$ cat src/sv/pmt_pkg.sv
package pmt_pkg;

   localparam int TIC_W    = 31;
   localparam int ID_W     = 16;
   localparam int DAMAGE_W = 16;
   localparam int ROLL_W   = 10;
   localparam int LIMIT_W  = 16;
   localparam int DESYNC_W = 32;
   localparam int PEND_W   = 6;

   typedef enum logic [1:0] {
      OP_RECORD   = 2'd0,
      OP_VALIDATE = 2'd1,
      OP_CLEAR    = 2'd2,
      OP_TICK     = 2'd3
   } opcode_type;

   // one table entry as held in the entry memory
   typedef struct packed {
      logic [ID_W-1:0]     id;
      logic [DAMAGE_W-1:0] damage;
      logic                critical;
      logic [ROLL_W-1:0]   roll;
      logic [TIC_W-1:0]    tick;
   } entry_type;

   typedef struct packed {
      logic scan_start;   // rewind scan, clear per-item result flags
      logic clear_all;    // drop every pending mark
      logic rec_step;     // record: test one slot, write when settled
      logic issue;        // scan: read entry at scan index
      logic eval;         // scan: evaluate the entry read last cycle
      logic load_rsp;     // move result into the output register
   } dp_cmd_type;

   typedef struct packed {
      opcode_type op;
      logic       aging;
      logic       rec_done;
      logic       issue_done;
      logic       scan_done;
      logic       out_free;
   } dp_status_type;

endpackage

$ cat src/sv/pmt_ctrl.sv
module pmt_ctrl (
   input  logic                   clock,
   input  logic                   reset,
   input  logic                   req_tvalid,
   output logic                   req_tready,
   input  pmt_pkg::dp_status_type status,
   output pmt_pkg::dp_cmd_type    cmd
);
   import pmt_pkg::*;

   typedef enum logic [4:0] {
      ST_IDLE     = 5'b00001,
      ST_DISPATCH = 5'b00010,
      ST_RECORD   = 5'b00100,
      ST_SCAN     = 5'b01000,
      ST_FINISH   = 5'b10000
   } state_type;

   state_type state_ff, state_in;

   always_comb begin
      state_in   = state_ff;
      cmd        = '0;
      req_tready = 1'b0;
      case (state_ff)
         ST_IDLE: begin
            req_tready = 1'b1;
            if (req_tvalid) state_in = ST_DISPATCH;
         end
         ST_DISPATCH: begin
            cmd.scan_start = 1'b1;
            case (status.op)
               OP_RECORD:   state_in = ST_RECORD;
               OP_VALIDATE: state_in = ST_SCAN;
               OP_CLEAR: begin
                  cmd.clear_all = 1'b1;
                  state_in      = ST_FINISH;
               end
               OP_TICK:     state_in = status.aging ? ST_SCAN : ST_FINISH;
               default:     state_in = ST_FINISH;
            endcase
         end
         ST_RECORD: begin
            cmd.rec_step = 1'b1;
            if (status.rec_done) state_in = ST_FINISH;
         end
         ST_SCAN: begin
            cmd.issue = !status.issue_done;
            cmd.eval  = 1'b1;
            if (status.scan_done) state_in = ST_FINISH;
         end
         ST_FINISH: begin
            if (status.out_free) begin
               cmd.load_rsp = 1'b1;
               state_in     = ST_IDLE;
            end
         end
         default: state_in = ST_IDLE;
      endcase
   end

   always_ff @(posedge clock) begin
      if (reset) state_ff <= ST_IDLE;
      else       state_ff <= state_in;
   end

endmodule

$ cat src/sv/pmt_dp.sv
module pmt_dp #(
   parameter int ENTRIES = 32
) (
   input  logic                             clock,
   input  logic                             reset,
   input  pmt_pkg::dp_cmd_type              cmd,
   output pmt_pkg::dp_status_type           status,
   input  logic                             req_accept,
   input  pmt_pkg::opcode_type              req_op,
   input  logic [pmt_pkg::TIC_W-1:0]        req_tic,
   input  logic [pmt_pkg::ID_W-1:0]         req_lookup_id,
   input  logic [pmt_pkg::DAMAGE_W-1:0]     req_damage,
   input  logic                             req_critical,
   input  logic [pmt_pkg::ROLL_W-1:0]       req_roll,
   input  logic                             aging_enable,
   input  logic [pmt_pkg::LIMIT_W-1:0]      age_limit,
   input  logic                             rsp_tready,
   output logic                             rsp_tvalid,
   output logic [pmt_pkg::ID_W-1:0]         rsp_assigned_id,
   output logic                             rsp_found,
   output logic                             rsp_mismatch,
   output logic [pmt_pkg::PEND_W-1:0]       rsp_pending_total,
   output logic [pmt_pkg::DESYNC_W-1:0]     rsp_desync_total
);
   import pmt_pkg::*;

   localparam int IW = (ENTRIES > 1) ? $clog2(ENTRIES) : 1;
   localparam int CW = $clog2(ENTRIES + 1);
   localparam logic [IW-1:0] LAST = IW'(ENTRIES - 1);

   // entry memory: one write port, one registered read port
   entry_type entry_mem [ENTRIES];

   // latched item
   opcode_type          op_ff;
   logic [TIC_W-1:0]    tic_ff;
   logic [ID_W-1:0]     lid_ff;
   logic [DAMAGE_W-1:0] dmg_ff;
   logic                crit_ff;
   logic [ROLL_W-1:0]   roll_ff;

   logic [ENTRIES-1:0]  pending_ff, pending_in;
   logic [CW-1:0]       count_ff, count_in;
   logic [ID_W-1:0]     next_id_ff;
   logic [IW-1:0]       slot_ptr_ff;   // next_id mod ENTRIES, tracked incrementally
   logic [DESYNC_W-1:0] desync_ff;

   logic [IW-1:0]       idx_ff;
   logic                issue_done_ff;
   logic                rd_valid_ff;
   logic [IW-1:0]       rd_idx_ff;
   entry_type           rd_data_ff;

   logic [ID_W-1:0]     assigned_ff;
   logic                found_ff;
   logic                mism_ff;

   logic                rsp_valid_ff;
   logic [ID_W-1:0]     rsp_assigned_ff;
   logic                rsp_found_ff;
   logic                rsp_mism_ff;
   logic [PEND_W-1:0]   rsp_pending_ff;
   logic [DESYNC_W-1:0] rsp_desync_ff;

   logic                free;
   logic                idx_last;
   logic                wr_en;
   logic [IW-1:0]       wr_addr;
   entry_type           wr_data;
   logic                eval_ok;
   logic                rd_pend;
   logic                hit;
   logic                differ;
   logic [TIC_W-1:0]    age;
   logic                expire;
   logic                eval_last;
   logic [CW+PEND_W-1:0] count_ext;

   always_comb begin
      free     = !pending_ff[idx_ff];
      idx_last = (idx_ff == LAST);
      // take the first free slot, else the id-selected one after the last slot
      wr_en    = cmd.rec_step && (free || idx_last);
      wr_addr  = free ? idx_ff : slot_ptr_ff;
      wr_data.id       = next_id_ff;
      wr_data.damage   = dmg_ff;
      wr_data.critical = crit_ff;
      wr_data.roll     = roll_ff;
      wr_data.tick     = tic_ff;

      eval_ok = cmd.eval && rd_valid_ff;
      rd_pend = pending_ff[rd_idx_ff];
      hit     = eval_ok && (op_ff == OP_VALIDATE) && rd_pend && (rd_data_ff.id == lid_ff);
      differ  = (rd_data_ff.damage != dmg_ff) || (rd_data_ff.critical != crit_ff) ||
                (rd_data_ff.roll != roll_ff);
      age     = tic_ff - rd_data_ff.tick;
      // entries stamped ahead of now never expire
      expire  = eval_ok && (op_ff == OP_TICK) && rd_pend && (tic_ff >= rd_data_ff.tick) &&
                (age > {{(TIC_W-LIMIT_W){1'b0}}, age_limit});
      eval_last = rd_valid_ff && (rd_idx_ff == LAST);

      pending_in = pending_ff;
      count_in   = count_ff;
      if (cmd.clear_all) begin
         pending_in = '0;
         count_in   = '0;
      end else if (wr_en) begin
         pending_in[wr_addr] = 1'b1;
         if (free) count_in = count_ff + 1'b1;
      end else if (expire) begin
         pending_in[rd_idx_ff] = 1'b0;
         count_in = count_ff - 1'b1;
      end

      count_ext = {{PEND_W{1'b0}}, count_ff};
   end

   always_ff @(posedge clock) begin
      if (wr_en) entry_mem[wr_addr] <= wr_data;
      if (cmd.issue) rd_data_ff <= entry_mem[idx_ff];
   end

   always_ff @(posedge clock) begin
      if (req_accept) begin
         op_ff   <= req_op;
         tic_ff  <= req_tic;
         lid_ff  <= req_lookup_id;
         dmg_ff  <= req_damage;
         crit_ff <= req_critical;
         roll_ff <= req_roll;
      end
      if (cmd.issue) rd_idx_ff <= idx_ff;
      if (cmd.load_rsp) begin
         rsp_assigned_ff <= assigned_ff;
         rsp_found_ff    <= found_ff;
         rsp_mism_ff     <= mism_ff;
         rsp_pending_ff  <= count_ext[PEND_W-1:0];
         rsp_desync_ff   <= desync_ff;
      end
   end

   always_ff @(posedge clock) begin
      if (reset) begin
         pending_ff    <= '0;
         count_ff      <= '0;
         next_id_ff    <= '0;
         slot_ptr_ff   <= '0;
         desync_ff     <= '0;
         idx_ff        <= '0;
         issue_done_ff <= 1'b0;
         rd_valid_ff   <= 1'b0;
         assigned_ff   <= '0;
         found_ff      <= 1'b0;
         mism_ff       <= 1'b0;
         rsp_valid_ff  <= 1'b0;
      end else begin
         pending_ff  <= pending_in;
         count_ff    <= count_in;
         rd_valid_ff <= cmd.issue;

         if (cmd.scan_start) begin
            idx_ff        <= '0;
            issue_done_ff <= 1'b0;
            assigned_ff   <= '0;
            found_ff      <= 1'b0;
            mism_ff       <= 1'b0;
         end else if ((cmd.rec_step && !wr_en) || cmd.issue) begin
            if (idx_last) issue_done_ff <= 1'b1;
            else          idx_ff <= idx_ff + 1'b1;
         end

         if (wr_en) begin
            assigned_ff <= next_id_ff;
            next_id_ff  <= next_id_ff + 1'b1;
            // id wraps to zero, and zero mod ENTRIES is zero
            if (next_id_ff == {ID_W{1'b1}} || slot_ptr_ff == LAST) slot_ptr_ff <= '0;
            else slot_ptr_ff <= slot_ptr_ff + 1'b1;
         end

         if (hit) begin
            found_ff <= 1'b1;
            mism_ff  <= differ;
            if (differ) desync_ff <= desync_ff + 1'b1;
         end

         if (cmd.load_rsp)  rsp_valid_ff <= 1'b1;
         else if (rsp_tready) rsp_valid_ff <= 1'b0;
      end
   end

   always_comb begin
      status.op         = op_ff;
      status.aging      = aging_enable;
      status.rec_done   = free || idx_last;
      status.issue_done = issue_done_ff;
      status.scan_done  = hit || eval_last;
      status.out_free   = !rsp_valid_ff || rsp_tready;
   end

   assign rsp_tvalid        = rsp_valid_ff;
   assign rsp_assigned_id   = rsp_assigned_ff;
   assign rsp_found         = rsp_found_ff;
   assign rsp_mismatch      = rsp_mism_ff;
   assign rsp_pending_total = rsp_pending_ff;
   assign rsp_desync_total  = rsp_desync_ff;

endmodule

$ cat src/sv/prediction_match_table.sv
// Prediction match table.
// Input stream (req_): one transfer per item, opcode in tuser selects record,
// validate, clear or tick; the other fields travel in tdata. Every item gives
// exactly one result transfer on the rsp_ stream, in order.
// Config (csr_): APB-style, aging_enable at 0x0, age_limit at 0x4; write only
// while the table is idle.
// Every item passes a dispatch step, then record walks the slots up to the
// first free one (the whole table when full), validate and tick with aging
// on scan the entries until a hit or the last entry, and a finish step loads
// the output register. Items are handled one at a time: the table walks its
// entries one per cycle through the single read port of the entry memory.
// A finished result sits in an output register; the next item is accepted
// while it waits, and only the final step of that item stalls until the
// receiver takes the pending result.
// Reset: all pending marks clear, id counter and desync counter zero,
// aging off, age limit 64. Entry contents are not cleared; only pending
// entries are ever evaluated.
module prediction_match_table #(
   parameter int ENTRIES = 32
) (
   input  logic        clock,
   input  logic        reset,
   // req stream
   input  logic        req_tvalid,
   output logic        req_tready,
   // [30:0] current_tic, [46:31] lookup_id, [62:47] damage, [63] critical,
   // [73:64] roll value, [79:74] zero
   input  logic [79:0] req_tdata,
   // [1:0] opcode
   input  logic [1:0]  req_tuser,
   // rsp stream
   output logic        rsp_tvalid,
   input  logic        rsp_tready,
   // [15:0] assigned_id, [16] found, [17] mismatch, [23:18] pending_total,
   // [55:24] desync_total
   output logic [55:0] rsp_tdata,
   // config port
   input  logic        csr_psel,
   input  logic        csr_penable,
   input  logic        csr_pwrite,
   input  logic [2:0]  csr_paddr,
   input  logic [31:0] csr_pwdata,
   output logic [31:0] csr_prdata,
   output logic        csr_pready
);
   import pmt_pkg::*;

   localparam logic REG_AGING_ENABLE = 1'b0;
   localparam logic REG_AGE_LIMIT    = 1'b1;

   logic               aging_ff;
   logic [LIMIT_W-1:0] limit_ff;
   logic               csr_wr;
   logic               req_accept;
   dp_cmd_type         cmd;
   dp_status_type      status;

   logic [ID_W-1:0]     rsp_assigned_id;
   logic                rsp_found;
   logic                rsp_mismatch;
   logic [PEND_W-1:0]   rsp_pending_total;
   logic [DESYNC_W-1:0] rsp_desync_total;

   // config registers; address bit 2 picks the register
   assign csr_pready = 1'b1;
   assign csr_wr     = csr_psel && csr_penable && csr_pwrite && csr_pready;

   always_ff @(posedge clock) begin
      if (reset) begin
         aging_ff <= 1'b0;
         limit_ff <= LIMIT_W'(64);
      end else if (csr_wr) begin
         case (csr_paddr[2])
            REG_AGING_ENABLE: aging_ff <= csr_pwdata[0];
            REG_AGE_LIMIT:    limit_ff <= csr_pwdata[LIMIT_W-1:0];
            default:          ;
         endcase
      end
   end

   always_comb begin
      case (csr_paddr[2])
         REG_AGING_ENABLE: csr_prdata = {31'b0, aging_ff};
         REG_AGE_LIMIT:    csr_prdata = {{(32-LIMIT_W){1'b0}}, limit_ff};
         default:          csr_prdata = '0;
      endcase
   end

   assign req_accept = req_tvalid && req_tready;

   pmt_ctrl u_ctrl (
      .clock      (clock),
      .reset      (reset),
      .req_tvalid (req_tvalid),
      .req_tready (req_tready),
      .status     (status),
      .cmd        (cmd)
   );

   pmt_dp #(
      .ENTRIES (ENTRIES)
   ) u_dp (
      .clock             (clock),
      .reset             (reset),
      .cmd               (cmd),
      .status            (status),
      .req_accept        (req_accept),
      .req_op            (opcode_type'(req_tuser)),
      .req_tic           (req_tdata[30:0]),
      .req_lookup_id     (req_tdata[46:31]),
      .req_damage        (req_tdata[62:47]),
      .req_critical      (req_tdata[63]),
      .req_roll          (req_tdata[73:64]),
      .aging_enable      (aging_ff),
      .age_limit         (limit_ff),
      .rsp_tready        (rsp_tready),
      .rsp_tvalid        (rsp_tvalid),
      .rsp_assigned_id   (rsp_assigned_id),
      .rsp_found         (rsp_found),
      .rsp_mismatch      (rsp_mismatch),
      .rsp_pending_total (rsp_pending_total),
      .rsp_desync_total  (rsp_desync_total)
   );

   assign rsp_tdata = {rsp_desync_total, rsp_pending_total, rsp_mismatch, rsp_found,
                       rsp_assigned_id};

   // an accepted item keeps the input closed until its result is produced
   assert property (@(posedge clock) disable iff (reset)
      req_accept |=> !req_tready)
      else $error("input still open after accepting an item");

   // a loaded result is offered on the next cycle
   assert property (@(posedge clock) disable iff (reset)
      cmd.load_rsp |=> rsp_tvalid)
      else $error("loaded result not presented");

   // record stepping and scan reads never overlap
   assert property (@(posedge clock) disable iff (reset)
      !(cmd.rec_step && (cmd.issue || cmd.eval)))
      else $error("record and scan commands together");

   // only validate reports found or mismatch, and mismatch implies found
   assert property (@(posedge clock) disable iff (reset)
      rsp_tvalid |-> (!rsp_tdata[17] || rsp_tdata[16]))
      else $error("mismatch without a found entry");

   // pending count stays within the table size
   assert property (@(posedge clock) disable iff (reset)
      rsp_tvalid |-> ((ENTRIES >= 64) || (rsp_tdata[23:18] <= 6'(ENTRIES))))
      else $error("pending count exceeds table size");

endmodule

$ cat config.mk
export PLATFORM = sky130hd
export DESIGN_NAME = prediction_match_table
export DESIGN_NICKNAME = d
export VERILOG_FILES = /design/src/sv/pmt_pkg.sv /design/src/sv/pmt_ctrl.sv /design/src/sv/pmt_dp.sv /design/src/sv/prediction_match_table.sv
export SDC_FILE = /design/constraint.sdc
export NUM_CORES = 2
export LEC_CHECK = 0
export BUFFER_PORTS_ARGS = -buffer_cell sky130_fd_sc_hd__buf_4
export CAP_MARGIN = 10
export CORE_ASPECT_RATIO = 0.8
export CORE_MARGIN = 2
export CORE_UTILIZATION = 40
export DETAILED_ROUTE_END_ITERATION = 10
export HOLD_SLACK_MARGIN = 0.06
export PLACE_DENSITY = 0.55
export SLEW_MARGIN = 20
export SYNTH_ARGS = -nofsm -noshare
export SYNTH_HDL_FRONTEND = slang
export SYNTH_SLANG_ARGS = --single-unit
$ cat constraint.sdc
create_clock -name clock -period 15.15 [get_ports clock]
set_input_delay 0.7575 -clock clock [delete_from_list [all_inputs] [get_ports clock]]
set_output_delay 0.7575 -clock clock [all_outputs]
set_load 0.01 [all_outputs]
### After elaboration in Yosys (flattened, before gate mapping)

Memories as Yosys holds them, arrays and structs flattened. A register that Yosys moved wholly into a read port is not among the register bits.
Cells that the tools add are included.

* flip-flop bits (word level): 276
* bits in latches: 0
* RAM bits: 2368
* bits in read-only memories: 0
* input bits: 124
* output and inout bits: 91
* word-level logic and storage cells: 148
* memories: 1

Memories
* u_dp.entry_mem: depth 32, bits a word 74, read ports 1, clocked after Yosys merged registers in 1, wr ports 1, RTL line pmt_dp.sv:32 `entry_type entry_mem [ENTRIES];`

* add/sub/neg operators: 7
* multiply operators: 0
* divide/modulo/power cells: 0
* magnitude comparators: 7
* eq/ne operators: 21
* shift-type cells: 0
* multiplexer cells: 39
* bitwise logic cells: 5
* reductions and logical operators: 41

Operator list (count)
* 32-bit 2-to-1 mux: 2
* 32-bit case mux with 2 select lines: 1
* 5-bit 2-to-1 mux: 7
* 32-bit by 1-bit adder with 32-bit output, second input constant: 1
* 32-bit AND: 1
* 16-bit 2-to-1 mux: 2
* 32-bit NOT: 1
* 32-bit bitwise OR: 1
* 31-bit >= comparator: 1
* 31-bit by 16-bit greater-than comparator with 1-bit output: 1
* 31-bit subtractor: 1
* 5-bit case mux with 5 select lines: 1
* 5-bit equality test, second input constant: 4
* 5-bit case mux with 4 select lines: 1
* 5-bit by 6-bit < comparator with 1-bit output, second input constant: 3
* 6-bit 2-to-1 mux: 3
* 16-bit by 1-bit adder with 16-bit output, second input constant: 1
* 16-bit equality test: 1
* 16-bit equality test, second input constant: 1
* 1-bit logical AND: 16
* 1-bit 2-to-1 mux: 16
* 16-bit inequality test: 1
* 2-bit AND reduction: 6
* 5-bit by 1-bit adder with 5-bit output, second input constant: 2
* other kinds (22): 45

### Depth between registers and ports, before layout

* depth in word-level cells: 9
* gate-level depth with buffers: 21
* gate-level depth less buffers: 20

### Cells and area by module

A second synthesis with hierarchy kept.

* cells, all modules: 4859
* area total of the unflattened synthesis: 105835.3 µm²

By module, submodules not included
* pmt_dp: times used 1, cells an instance 4700, area an instance 104393.9 µm², sequential area each 79786.5 µm²
* prediction_match_table: times used 1, cells an instance 113, area an instance 1043.5 µm², sequential area each 340.3 µm²
* pmt_ctrl: times used 1, cells an instance 46, area an instance 397.9 µm², sequential area each 100.1 µm²

### Worst setup path after synthesis

No wires, ideal clock.

* path kind: register to register
* start point: reg u_dp.idx_ff[0]
* end point: reg u_dp.pending_ff[21]
* setup time: 86 ps
* arrival: 6038 ps
* required time: 15064 ps
* path slack: 9027 ps
* cell stages (with the launch flop): 13
* buffers on the path: 3
* clock period less this slack: 6123 ps
* cells stage by stage: dfxtp_1 > buf_6 > mux4_2 > mux4_2 > nor2b_4 > or2_1 > buf_4 > buf_6 > mux2i_1 > nand2_1 > nor2_1 > o21ai_0 > a31oi_1

* word-level cells in the longest chain between the ends: 9
* elaborated cells on any way between the ends: 15
* classes of those cells: order compare: 2; eq/ne: 1; mux: 6; bitwise: 1; reduce/logical: 5

Ends and longest elaborated chain
* start: declaration: RTL line pmt_dp.sv:48 `logic [IW-1:0] idx_ff;`
* start signal: assignment: RTL line pmt_dp.sv:169 `else idx_ff <= idx_ff + 1'b1;`
* 1-bit binary-select mux with 5-bit select: RTL line pmt_dp.sv:80 `free = !pending_ff[idx_ff];`
* 1-bit 2-to-1 mux (implied by the code): RTL line pmt_dp.sv:80
* 5-bit 2-to-1 mux: RTL line pmt_dp.sv:84 `wr_addr = free ? idx_ff : slot_ptr_ff;`
* 5-bit by 6-bit < comparator with 1-bit output (implied by the code) / 5-bit by 1-bit >= comparator with 1-bit output (equally long branches): RTL line pmt_dp.sv:108 `pending_in[wr_addr] = 1'b1;`
* 1-bit logical AND (implied by the code): RTL line pmt_dp.sv:108
* 1-bit 2-to-1 mux (implied by the code): RTL line pmt_dp.sv:108
* 1-bit demux with 5-bit select
* 32-bit bitwise OR (no source line)
* 32-bit 2-to-1 mux: RTL line pmt_dp.sv:107 `end else if (wr_en) begin`
* end signal: assignment: RTL line pmt_dp.sv:157 `pending_ff <= pending_in;`
* end: declaration: RTL line pmt_dp.sv:42 `logic [ENTRIES-1:0] pending_ff, pending_in;`

Parallel ways exist; a longest one is shown, timed or not. The select of a mux whose other input is x is not followed.
A chain may end at the register's enable or synchronous reset.

==> results.json <==
{
  "rsz0062_at_grt": "no",
  "synth_edf_count": 2579,
  "synthXorXnorAreaFrac_pct": 0.8371,
  "drv_slew": 0,
  "dpl.hpwl_mm": 136.8,
  "cts_hold_buffers": 63,
  "clock-sinks": 2718,
  "ys_warn_count": 0,
  "r2r_end": "u_dp.rd_data_ff[28]",
  "overflow": 0,
  "synth_cell_types": 80,
  "clk_pin_slew_ps": 60,
  "min_to": "u_dp.dmg_ff[7]",
  "die_w_um": 578.7,
  "synth_cells": 4876,
  "grt_max_degree": 136,
  "synthAdderAreaFrac_pct": 0.7128,
  "drc": 0,
  "ys_ff_latch": 2718,
  "nNetsFinal": 5494,
  "leakage_uw": 0.03694,
  "io_buffer_count": 173,
  "setup_tns_ps": 0,
  "powerDensity_nw_per_um2": 132.9,
  "cp_num_buf_inv": 6,
  "rr_startpoint": "u_dp.idx_ff[0]",
  "dp_cells": 8440,
  "setup_viol": 0,
  "fmax_mhz": 134.0,
  "crit_arrival_ps": 8050,
  "crit_fanout": 47,
  "hp-start": "req_tdata[54]",
  "async_flop_share_pct": 0,
  "first_pass_iters": 6,
  "syn_avg_cell_area_um2": 21.67,
  "area_growth_pct": 14.41,
  "viasPerCell": 5.648,
  "crit_top_cell": "buf_4",
  "crit_type": "flip-flop to flip-flop",
  "final_area_um2": 120900,
  "peakVddDrop_v": 0.00009688,
  "antenna_found_initial": 4,
  "drive_gt1_share_pct": 28.70,
  "cp-end-kind": "flip-flop",
  "cts-root-buf": "clkbuf_16",
  "grt_pass1_wl_mm": 374.8,
  "die_area_um2": 268300,
  "path_cells": "buf_4 -> buf_4 -> buf_4 -> buf_4 -> buf_4 -> buf_4 -> mux4_2 -> mux4_2 -> mux2_2",
  "status": "complete, no violations",
  "wl_mm": 261.0,
  "ys.flop_type": "edfxtp_1",
  "fin_crit_sh_pct": 49.27,
  "cts-resized-gates": 0,
  "startpoint": "u_dp.idx_ff[0]",
  "ant_nets": 0,
  "max_stage_delay_ps": 930,
  "crit_required_ps": 15740,
  "synth_top_family_by_area": "multiplexers",
  "relSlewSlack_pct": 22.99,
  "yosys.area_share.simple_pct": 2.489,
  "final_period_minus_worst_setup_slack_ps": 7465,
  "hold_path.class": "input pin to flip-flop",
  "ys_seq_area_share_pct": 75.92,
  "syn_area_um2": 105700,
  "fp.dieH_um": 463.7,
  "wl_per_cell_um": 29.03,
  "synthMuxAreaShare_pct": 17.08,
  "grt_usage_pct": 19.34,
  "grt_pass1_vias": 51130,
  "crit_slowest_cell": "dfxtp_4",
  "rows": 168,
  "clkLatencyLatePin_ps": 860,
  "cpLargestDelayFamily": "buffers and inverters",
  "synth_compound_area_share_pct": 1.714,
  "tritoncts": "done",
  "min_path_cells": 1,
  "fin_util_pct": 46.09,
  "r2r_setup_slack_ps": 7690,
  "place_area_um2": 111700,
  "gp_congestion": 0.8105,
  "pin_count": 215,
  "cts_htree_levels": 5,
  "start_util_pct": 40.28,
  "reg2reg_depth": 9,
  "num_vias": 50787,
  "clock_path_buffers": 4,
  "hold_viol_final": 0,
  "clock_skew_ps": 37.66,
  "crit_path_start_kind": "flip-flop",
  "drtIter0Drc": 5322,
  "cap_violations": 0,
  "core_um2": 262300,
  "cts_buffers": 274,
  "tightest_slew_ps": 1155,
  "layoutNonFillerInstCount": 8992,
  "post_cts_buffers": 0,
  "fillers": 21814
}
registers in the layout, summed over array words and instances (netlist names), 31 cells and up:
name	cells
u_dp.rd_data_ff	74
u_dp.pending_ff	32
u_dp.tic_ff	31
u_dp.entry_mem	2368
u_dp.rsp_desync_total	32
u_dp.desync_ff	32
Yosys cell counts, types with 5 or more instances:
cell / instances / area share (%)
nand3b_1: 6 / 0.043
ha_1: 57 / 0.67
a31oi_1: 20 / 0.12
dfxtp_1: 139 / 2.6
buf_4: 23 / 0.16
and3b_1: 5 / 0.041
xnor2_1: 67 / 0.56
nand3_1: 45 / 0.21
nor2b_1: 15 / 0.089
a211oi_1: 8 / 0.057
buf_2: 9 / 0.043
o21ai_0: 54 / 0.26
a21o_1: 15 / 0.11
mux2i_1: 14 / 0.13
xor2_1: 34 / 0.28
nand2_1: 142 / 0.50
o211ai_1: 6 / 0.043
nand4_1: 31 / 0.18
nor4_1: 14 / 0.083
mux2_2: 76 / 0.81
edfxtp_1: 2579 / 73
and3_1: 12 / 0.071
nor2_2: 13 / 0.077
and2_1: 9 / 0.053
o21bai_1: 6 / 0.043
or3_1: 23 / 0.14
nor3_1: 31 / 0.15
buf_1: 38 / 0.13
clkbuf_1: 173 / 0.61
nor2_1: 142 / 0.50
and4_1: 7 / 0.058
mux4_2: 756 / 16
o21ai_1: 24 / 0.11
nand2b_1: 16 / 0.095
a21oi_1: 115 / 0.54
o31ai_1: 6 / 0.043
nor3b_1: 7 / 0.050
inv_1: 70 / 0.25
placed cells by master, fill, tap and decap left out, types with 31 or more instances in the layout:
cell type / synthesis / final
edfxtp_1: 2579 / 2579
mux4_2: 756 / 756
buf_4: 23 / 304
clkbuf_16: 0 / 283
nand2_1: 142 / 142
dfxtp_1: 139 / 129
nor2_1: 142 / 122
a21oi_1: 115 / 114
mux2_2: 76 / 76
inv_1: 70 / 69
xnor2_1: 67 / 67
clkbuf_1: 173 / 67
dlygate4sd3_1: 0 / 63
ha_1: 57 / 57
o21ai_0: 54 / 54
clkinv_1: 1 / 49
nand3_1: 45 / 45
xor2_1: 34 / 34
clkinv_2: 0 / 34
nor2_4: 0 / 32
nor3_1: 31 / 31
nand4_1: 31 / 31
area by class of cell:
type                            count  area, um^2  share of cell area [%]
Clock buffer                      350        7333                   6.065
Timing Repair Buffer              390        3288                   2.720
Inverter                           71       271.5                  0.2246
Sequential cell                  2718       80250                   66.38
Tap cell                         3485        4360                   3.606
Clock inverter                    121       969.7                  0.8020
Multi-Input combinational cell   1856       24430                   20.20
Antenna cell                        1       2.502                0.002070
cells by family after synthesis:
logic type / Yosys count
other: 2
buffers and inverters: 317
AND/OR/NAND/NOR: 532
XOR/XNOR: 101
adder cells (fa/ha/maj): 59
flip-flops: 2718
multiplexers: 847
AO/OA/AOI/OAI: 300
worst register-to-register path, cell delays in order (launching register included):
cell,delay (ps)
dfxtp_4,930
buf_4,870
buf_4,780
buf_4,770
buf_4,700
buf_4,860
buf_4,860
mux4_2,630
mux4_2,530
mux2_2,280
layer usage:
metal  GRT usage, %  vias up  share of wire, %
met1          29.45    27579                46
li1               -    21200                 -
met3          2.477      353               5.7
met5              0        -                 0
met2          29.79     1655                46
met4          4.297        0               2.0
worst max-delay path by stage:
stage	slack, ps	cells after the start	end
2_1_floorplan	9030	12	u_dp.pending_ff[21]
3_3_place_gp	7310	9	u_dp.rd_data_ff[33]
3_5_place_dp	7320	9	u_dp.rd_data_ff[33]
4_1_cts	7330	9	u_dp.rd_data_ff[33]
5_1_grt	6910	9	u_dp.rd_data_ff[28]
6_report	7690	9	u_dp.rd_data_ff[28]
per-stage QoR:
| stage | setup slack, ps | hold slack [ps] | power (uW) |
|---|---|---|---|
| floorplan | 9027 | 406.4 | 9331 |
| global placement | 7312 | 414.7 | 9716 |
| detailed placement | 7318 | 415.6 | 9747 |
| CTS | 7327 | 61.88 | 16200 |
| global route | 6906 | 77.19 | 16610 |
| finish | 7685 | 121.3 | 16070 |
power breakdown:
group | switching [uW] | total [uW] | internal [uW] | leakage [uW]
logic | 604 | 887 | 283 | 0.00841
registers | 149 | 8740 | 8590 | 0.0245
clock network | 2800 | 6450 | 3650 | 0.00404
Power figures use the tool's default switching activity.
